--- src/hdl/dtp_pkg.sv ---
package dtp_pkg;

    typedef enum logic [2:0] {
        PH_START    = 3'd0,
        PH_FIRST    = 3'd1,
        PH_AFTER_H  = 3'd2,
        PH_AFTER_M  = 3'd3,
        PH_AFTER_S  = 3'd4,
        PH_FRACTION = 3'd5,
        PH_DONE     = 3'd6
    } dtp_phase_t;

    typedef struct packed {
        logic ok;
        logic negative;
    } dtp_verdict_t;

    localparam logic [7:0] CH_NUL   = 8'h00;
    localparam logic [7:0] CH_ZERO  = 8'h30;
    localparam logic [7:0] CH_NINE  = 8'h39;
    localparam logic [7:0] CH_H_LO  = 8'h68;
    localparam logic [7:0] CH_H_UP  = 8'h48;
    localparam logic [7:0] CH_M_LO  = 8'h6d;
    localparam logic [7:0] CH_M_UP  = 8'h4d;
    localparam logic [7:0] CH_S_LO  = 8'h73;
    localparam logic [7:0] CH_S_UP  = 8'h53;
    localparam logic [7:0] CH_POINT = 8'h2e;
    localparam logic [7:0] CH_MINUS = 8'h2d;
    localparam logic [7:0] CH_PLUS  = 8'h2b;

    localparam int unsigned MS_PER_HOUR   = 3600000;
    localparam int unsigned MS_PER_MINUTE = 60000;
    localparam int unsigned MS_PER_SECOND = 1000;
    localparam int unsigned UNIT_LIMIT    = 60;

    localparam int NUM_W     = 10;
    localparam int NUM_MAX   = 1023;
    localparam int FRAC_DIGS = 4;
    localparam int DUR_W     = 32;
    localparam int OUT_W     = 40;

    function automatic logic is_digit(input logic [7:0] c);
        return (c >= CH_ZERO) && (c <= CH_NINE);
    endfunction

endpackage

--- src/hdl/dtp_parser.sv ---
module dtp_parser
    import dtp_pkg::*;
#(
    parameter int MAX_HOURS = 511,
    parameter int MS_W      = 31
) (
    input  logic              aclk,
    input  logic              aresetn,
    input  logic              byte_fire,
    input  logic [7:0]        text_byte,
    output dtp_verdict_t      verdict,
    output logic [MS_W-1:0]   total_ms
);

    dtp_phase_t             phase_reg,  phase_next;
    logic [NUM_W-1:0]       num_reg,    num_next;
    logic                   seen_reg,   seen_next;
    logic [MS_W-1:0]        base_reg,   base_next;
    logic [2:0]             place_reg,  place_next;
    logic                   neg_reg,    neg_next;
    logic                   failed_reg, failed_next;

    logic [3:0]             digit;
    logic [13:0]            num_wide;
    logic [NUM_W-1:0]       num_sat;
    logic [MS_W-1:0]        hour_add;
    logic [MS_W-1:0]        minute_add;
    logic [MS_W-1:0]        second_add;
    logic [MS_W-1:0]        frac_add;
    dtp_phase_t             group_phase;
    logic                   group_go;
    logic                   is_h, is_m, is_s;

    always_comb begin
        digit      = 4'(text_byte - CH_ZERO);
        num_wide   = 14'(num_reg) * 14'd10 + 14'(digit);
        num_sat    = (num_wide > 14'(NUM_MAX)) ? NUM_W'(NUM_MAX) : num_wide[NUM_W-1:0];
        hour_add   = MS_W'(num_reg * MS_PER_HOUR);
        minute_add = MS_W'(num_reg * MS_PER_MINUTE);
        second_add = MS_W'(num_reg * MS_PER_SECOND);
        is_h       = (text_byte == CH_H_LO) || (text_byte == CH_H_UP);
        is_m       = (text_byte == CH_M_LO) || (text_byte == CH_M_UP);
        is_s       = (text_byte == CH_S_LO) || (text_byte == CH_S_UP);
        case (place_reg)
            3'd0:    frac_add = MS_W'(10'(digit) * 10'd100);
            3'd1:    frac_add = MS_W'(7'(digit) * 7'd10);
            3'd2:    frac_add = MS_W'(digit);
            3'd3:    frac_add = MS_W'(digit >= 4'd5);
            default: frac_add = '0;
        endcase
    end

    always_comb begin
        phase_next  = phase_reg;
        num_next    = num_reg;
        seen_next   = seen_reg;
        base_next   = base_reg;
        place_next  = place_reg;
        neg_next    = neg_reg;
        failed_next = failed_reg;
        group_go    = 1'b0;
        group_phase = phase_reg;

        if (byte_fire) begin
            if (text_byte == CH_NUL) begin
                phase_next  = PH_START;
                num_next    = '0;
                seen_next   = 1'b0;
                base_next   = '0;
                place_next  = '0;
                neg_next    = 1'b0;
                failed_next = 1'b0;
            end else if (!failed_reg) begin
                unique case (phase_reg) inside
                    PH_START: begin
                        phase_next  = PH_FIRST;
                        group_phase = PH_FIRST;
                        if (text_byte == CH_MINUS) begin
                            neg_next = 1'b1;
                        end else if (text_byte != CH_PLUS) begin
                            group_go = 1'b1;
                        end
                    end
                    PH_FIRST, PH_AFTER_H, PH_AFTER_M: begin
                        group_go = 1'b1;
                    end
                    PH_FRACTION: begin
                        if (is_digit(text_byte)) begin
                            if (place_reg < 3'(FRAC_DIGS)) begin
                                base_next  = base_reg + frac_add;
                                place_next = place_reg + 3'd1;
                            end
                        end else if (is_s) begin
                            phase_next = PH_DONE;
                        end else begin
                            failed_next = 1'b1;
                        end
                    end
                    PH_DONE: begin
                    end
                    default: begin
                        failed_next = 1'b1;
                    end
                endcase

                if (group_go) begin
                    if (is_digit(text_byte)) begin
                        num_next  = num_sat;
                        seen_next = 1'b1;
                    end else if (!seen_reg) begin
                        failed_next = 1'b1;
                    end else if (is_h && group_phase == PH_FIRST) begin
                        if (32'(num_reg) > 32'(MAX_HOURS)) begin
                            failed_next = 1'b1;
                        end else begin
                            base_next  = base_reg + hour_add;
                            phase_next = PH_AFTER_H;
                            num_next   = '0;
                            seen_next  = 1'b0;
                        end
                    end else if (is_m && group_phase != PH_AFTER_M) begin
                        if (32'(num_reg) >= UNIT_LIMIT) begin
                            failed_next = 1'b1;
                        end else begin
                            base_next  = base_reg + minute_add;
                            phase_next = PH_AFTER_M;
                            num_next   = '0;
                            seen_next  = 1'b0;
                        end
                    end else if (is_s || text_byte == CH_POINT) begin
                        if (32'(num_reg) >= UNIT_LIMIT) begin
                            failed_next = 1'b1;
                        end else begin
                            base_next  = base_reg + second_add;
                            phase_next = (text_byte == CH_POINT) ? PH_FRACTION : PH_AFTER_S;
                            num_next   = '0;
                            seen_next  = 1'b0;
                        end
                    end else begin
                        failed_next = 1'b1;
                    end
                end
            end
        end
    end

    always_comb begin
        verdict.negative = neg_reg;
        verdict.ok       = 1'b0;
        if (!failed_reg) begin
            unique case (phase_reg) inside
                PH_DONE, PH_AFTER_S:   verdict.ok = 1'b1;
                PH_AFTER_H, PH_AFTER_M: verdict.ok = !seen_reg;
                default:               verdict.ok = 1'b0;
            endcase
        end
        total_ms = base_reg;
    end

    always_ff @(posedge aclk) begin
        if (!aresetn) begin
            phase_reg  <= PH_START;
            num_reg    <= '0;
            seen_reg   <= 1'b0;
            base_reg   <= '0;
            place_reg  <= '0;
            neg_reg    <= 1'b0;
            failed_reg <= 1'b0;
        end else begin
            phase_reg  <= phase_next;
            num_reg    <= num_next;
            seen_reg   <= seen_next;
            base_reg   <= base_next;
            place_reg  <= place_next;
            neg_reg    <= neg_next;
            failed_reg <= failed_next;
        end
    end

endmodule

--- src/hdl/dtp_out.sv ---
module dtp_out
    import dtp_pkg::*;
#(
    parameter int MS_W = 31
) (
    input  logic             aclk,
    input  logic             aresetn,
    input  logic             load,
    input  dtp_verdict_t     verdict,
    input  logic [MS_W-1:0]  total_ms,
    input  logic             m_tready,
    output logic             m_tvalid,
    output logic             parse_ok,
    output logic [DUR_W-1:0] duration_ms
);

    logic             valid_reg, valid_next;
    logic             ok_reg,    ok_next;
    logic [DUR_W-1:0] dur_reg,   dur_next;
    logic [DUR_W-1:0] magnitude;

    always_comb begin
        magnitude  = DUR_W'(total_ms);
        valid_next = valid_reg;
        ok_next    = ok_reg;
        dur_next   = dur_reg;
        if (valid_reg && m_tready) begin
            valid_next = 1'b0;
        end
        if (load) begin
            valid_next = 1'b1;
            ok_next    = verdict.ok;
            if (!verdict.ok) begin
                dur_next = '0;
            end else if (verdict.negative) begin
                dur_next = '0 - magnitude;
            end else begin
                dur_next = magnitude;
            end
        end
    end

    always_ff @(posedge aclk) begin
        if (!aresetn) begin
            valid_reg <= 1'b0;
        end else begin
            valid_reg <= valid_next;
        end
    end

    always_ff @(posedge aclk) begin
        ok_reg  <= ok_next;
        dur_reg <= dur_next;
    end

    assign m_tvalid    = valid_reg;
    assign parse_ok    = ok_reg;
    assign duration_ms = dur_reg;

endmodule

--- src/hdl/duration_text_parser_unit.sv ---
// One text byte is taken per cycle while s_tready is high; non-terminating bytes produce no result.
// The result for a NUL byte is presented in the cycle after its transfer.
// Input stalls only while a held result is not taken by the downstream side.
// Hour, minute and second contributions are added into a running millisecond
// total as each unit letter or point arrives, so the NUL byte only needs a sign step.
// Synchronous active-low reset returns the parser to its start and drops m_tvalid.
module duration_text_parser_unit
    import dtp_pkg::*;
#(
    parameter int MAX_HOURS = 511
) (
    input  logic              aclk,
    input  logic              aresetn,
    input  logic              s_tvalid,
    output logic              s_tready,
    input  logic [7:0]        s_tdata,   // [7:0] text_byte
    output logic              m_tvalid,
    input  logic              m_tready,
    output logic [OUT_W-1:0]  m_tdata    // [0] parse_ok, [32:1] duration_ms, [39:33] zero
);

    localparam longint unsigned MAX_MS =
        longint'(MAX_HOURS) * longint'(MS_PER_HOUR) + longint'(MS_PER_HOUR);
    localparam int MS_W = $clog2(MAX_MS + 64'd1);

    logic             byte_fire;
    logic             result_load;
    dtp_verdict_t     verdict;
    logic [MS_W-1:0]  total_ms;
    logic             parse_ok;
    logic [DUR_W-1:0] duration_ms;

    assign s_tready    = !m_tvalid || m_tready;
    assign byte_fire   = s_tvalid && s_tready;
    assign result_load = byte_fire && (s_tdata == CH_NUL);

    dtp_parser #(
        .MAX_HOURS (MAX_HOURS),
        .MS_W      (MS_W)
    ) u_parser (
        .aclk      (aclk),
        .aresetn   (aresetn),
        .byte_fire (byte_fire),
        .text_byte (s_tdata),
        .verdict   (verdict),
        .total_ms  (total_ms)
    );

    dtp_out #(
        .MS_W (MS_W)
    ) u_out (
        .aclk        (aclk),
        .aresetn     (aresetn),
        .load        (result_load),
        .verdict     (verdict),
        .total_ms    (total_ms),
        .m_tready    (m_tready),
        .m_tvalid    (m_tvalid),
        .parse_ok    (parse_ok),
        .duration_ms (duration_ms)
    );

    assign m_tdata = {(OUT_W - DUR_W - 1)'(0), duration_ms, parse_ok};

endmodule
--- config.mk ---
export PLATFORM = sky130hd
export DESIGN_NAME = duration_text_parser_unit
export DESIGN_NICKNAME = d
export VERILOG_FILES = /design/src/hdl/dtp_pkg.sv /design/src/hdl/dtp_parser.sv /design/src/hdl/dtp_out.sv /design/src/hdl/duration_text_parser_unit.sv
export SDC_FILE = /design/constraint.sdc
export NUM_CORES = 1
export LEC_CHECK = 0
export BUFFER_PORTS_ARGS = -buffer_cell sky130_fd_sc_hd__buf_2
export CAP_MARGIN = 30
export CORE_MARGIN = 1
export CORE_UTILIZATION = 25
export CTS_CLUSTER_DIAMETER = 30
export CTS_CLUSTER_SIZE = 10
export DETAILED_ROUTE_END_ITERATION = 10
export GPL_TIMING_DRIVEN = 0
export PLACE_DENSITY = 0.42
export SYNTH_ARGS = -nofsm -noshare
export SYNTH_HDL_FRONTEND = slang
export SYNTH_HIERARCHICAL = 1
export SYNTH_SLANG_ARGS = --single-unit
--- constraint.sdc ---
create_clock -name aclk -period 7 [get_ports aclk]
set_input_delay 2.1 -clock aclk [delete_from_list [all_inputs] [get_ports aclk]]
set_output_delay 2.1 -clock aclk [all_outputs]
set_load 0.01 [all_outputs]
==> metrics <==
Die X=260 um; Syn Area/Cell=8.30 um2; sequential fraction of the synthesis area=12.1%; DRC viols=0; CTS root buffer=clkbuf_16; Area contributors post-synth=ha_1 21%, fa_1 13%, dfxtp_1 6.1%, edfxtp_1 5.9%, inv_1 5.5%; synth unique cells=90; fin crit share=96.7%; #FFs+latches synth=84; nets=2,502; Vias/cell=5.04; Cell Area, Placed=18,100 um2; adder-cell share of the synthesized area=34.2%; post-DR wirelength/cell=19.8 um; worst-path maximum fanout=4; sw frac=27.9%; setup_tns=0 ps; Comb pwr share=13.9%; Compound-Gate Fraction of Synth Area=21.2%; net switching power=339 uW; register share of total power=41.4%; number of CTS-inserted buffers=9; Leakage=0.00919 uW; io pins=54; fmax=148 MHz; initial core utilization=25.3%; Yosys warnings=6; largest family of logic cells by synthesized area=adder cells; Most used DFF post-synth=dfxtp_1; Max rail drop VDD=0.0995 mV; Die Ht=260 um; final wirelength=58,800 um; XOR/XNOR share of the synthesized area=8.14%; clock network fraction of total power=44.7%; total gr overflow=0; Reg clk slew, reported paths=70 ps; vias in the first global route=15,169; Placed Cells=2,927; max_slew headroom=26.7%; Fin Clk Skew=13.2 ps; max-slew violations=0; die area=67,700 um2; core area=65,900 um2; Crit Path Class=reg -> reg; Port Buf Inserts=46; CTS tree=built; area taken by multi-input logic gates=14,000 um2; Initial DRC Count=804; RePlAce Congestion=0.903; min-delay worst type=reg -> reg; CTS Sinks=84; Netlist Area Pre-Place=16,700 um2; Startpoint Class=flip-flop; Cell Pwr Density=63.2 nW/um2; remaining antenna violation count=0; internal power=875 uW; Tmin final=6770 ps; worst slew pin tran=1090 ps; FILL cells=7,111; status=complete, no violations; Largest register FFs=32; Final setup violation count=0; Ant. Diodes=0; top cell type's share of synthesized area=20.7%; global-route wire length before repair=89,600 um; initial antenna violation count=0; Area Growth Syn to Fin=15.1%; layout cell share with drive strength beyond 1=12.5%; Max Buffers Root-to-Sink=2; Finished Core Util=29.1%; CTS Hold Bufs=0; EDFF count, synth=33; ys async rst share=0%; Pre-Repair DR Iteration Count=5; design area=19,200 um2; mux cell area share after synthesis=1.39%; crit path capture type=flip-flop; FF+latch area=2050 um2; Final HPWL DP=48,500 um; Synth Instances=2,008; H-Tree Depth=3; WP data arrival=7020 ps; CP max stage cell=fa_1; final hold vios=0; pin count of the biggest net entering global routing=35; CP max stage delay=530 ps; cell accounting for the most synthesized area=ha_1; CP required=7250 ps; global-route usage over all layers=17.3%; Site Rows=94; clk_lat worst skew=370 ps; vias=14,968; Simple-Gate Fraction of Synth Area=15.8%; Final Instance Count excl. Fillers=2,971; Max Cap Violations=0
power by group through the flow:
stage	logic (uW)	clock network, uW	registers [uW]
final	168	543	503
after global routing	187	575	503
after CTS	167	561	503
after detailed placement	165	0	517
after global placement	164	0	518
after floorplan	111	0	517
cells in the final DEF (no fill, tap or decap), types with 12 or more instances in the layout:
cell	n
dfxtp_1	41
xnor2_1	94
inv_1	235
fa_1	109
a21o_1	52
nor4_1	18
a211oi_1	16
clkbuf_1	29
nor2_1	136
nor2b_1	16
nand2b_1	26
and2_1	15
ha_1	261
o22ai_1	17
buf_4	42
mux2i_1	22
nand3_1	41
nand2_1	119
o21bai_1	18
xor2_1	49
a21oi_1	135
o211ai_1	15
o21ai_1	13
and3_1	18
nand4_1	15
buf_2	53
or3_1	19
o21ai_0	81
nor3_1	32
a22oi_1	13
edfxtp_1	33
a31oi_1	31
o21a_1	12
cells by family after synthesis:
kind of cell	count (synthesis)
AO/OA/AOI/OAI	538
buffers and inverters	300
AND/OR/NAND/NOR	519
multiplexers	23
XOR/XNOR	155
adder cells (fa/ha/maj)	388
other	1
flip-flops	84
layout make-up:
type,count,area share [%]
Multi-Input combinational cell,1630,73.2
Sequential cell,84,10.7
Tap cell,864,5.63
Inverter,246,4.91
Timing Repair Buffer,77,2.50
Buffer,54,1.44
Clock buffer,9,1.17
Clock inverter,7,0.515
metal layers:
| layer | track usage (%) | vias to the layer above | wire [um] |
|---|---|---|---|
| li1 | - | 7316 | - |
| met1 | 22.4 | 7218 | 27100 |
| met2 | 29.9 | 353 | 27900 |
| met3 | 1.57 | 81 | 1980 |
| met4 | 5.86 | 0 | 1850 |
| met5 | 0 | - | 0 |
critical path: cells and delay by family (launching register included):
| kind | cells | cell delay, ps |
|---|---|---|
| adders and majority gates | 7 | 2640 |
| xor gates and xnor gates | 3 | 450 |
| and+or+nand+nor | 3 | 670 |
| AOI/OAI and AO/OA | 11 | 2150 |
| DFF | 1 | 400 |
| buffers and inverters | 5 | 320 |
cells in the mapped netlist (all sizes together), types with 12 or more instances:
master	instances
dfxtp	51
a21oi	148
nand2b	27
and3	19
xor2	50
or4	12
ha	276
fa	112
edfxtp	33
nand4	15
nand3	41
mux2i	22
xnor2	105
nor2b	16
o21bai	18
or3	22
o21ai	103
o21a	12
o211ai	15
nor4	21
a211oi	24
nor2	138
clkbuf	31
nand2	121
and2	16
o22ai	17
a31oi	33
a21o	52
buf	23
nor3	36
a22oi	14
inv	245
path summary, 6_finish.rpt:
path / start / to / slack, ps / cells after the start
max: u_parser/num_reg[8] / u_parser/total_ms[24] / 230 / 29
min reg2reg: u_parser/neg_reg / u_parser/neg_reg / 490 / 2
min: u_parser/neg_reg / u_parser/neg_reg / 490 / 2
max reg2reg: u_parser/num_reg[8] / u_parser/total_ms[24] / 230 / 29
through the flow:
stage | total power (uW) | setup slack, ps | hold slack (ps)
CTS | 1230 | 4.26 | 490
detailed placement | 683 | -1910 | 470
finish | 1210 | 234 | 491
global placement | 681 | -1940 | 463
floorplan | 628 | 62.1 | 438
global route | 1260 | -34.1 | 540
timing repair:
action / 4_1_cts / 5_1_grt
pin swaps: 16 / 44
buffers inserted: 18 / 10
gates cloned: 0 / 0
resized for setup: 72 / 70
setup endpoints to repair: 15 / 13
No activity file was read; power rests on OpenSTA's default activity.
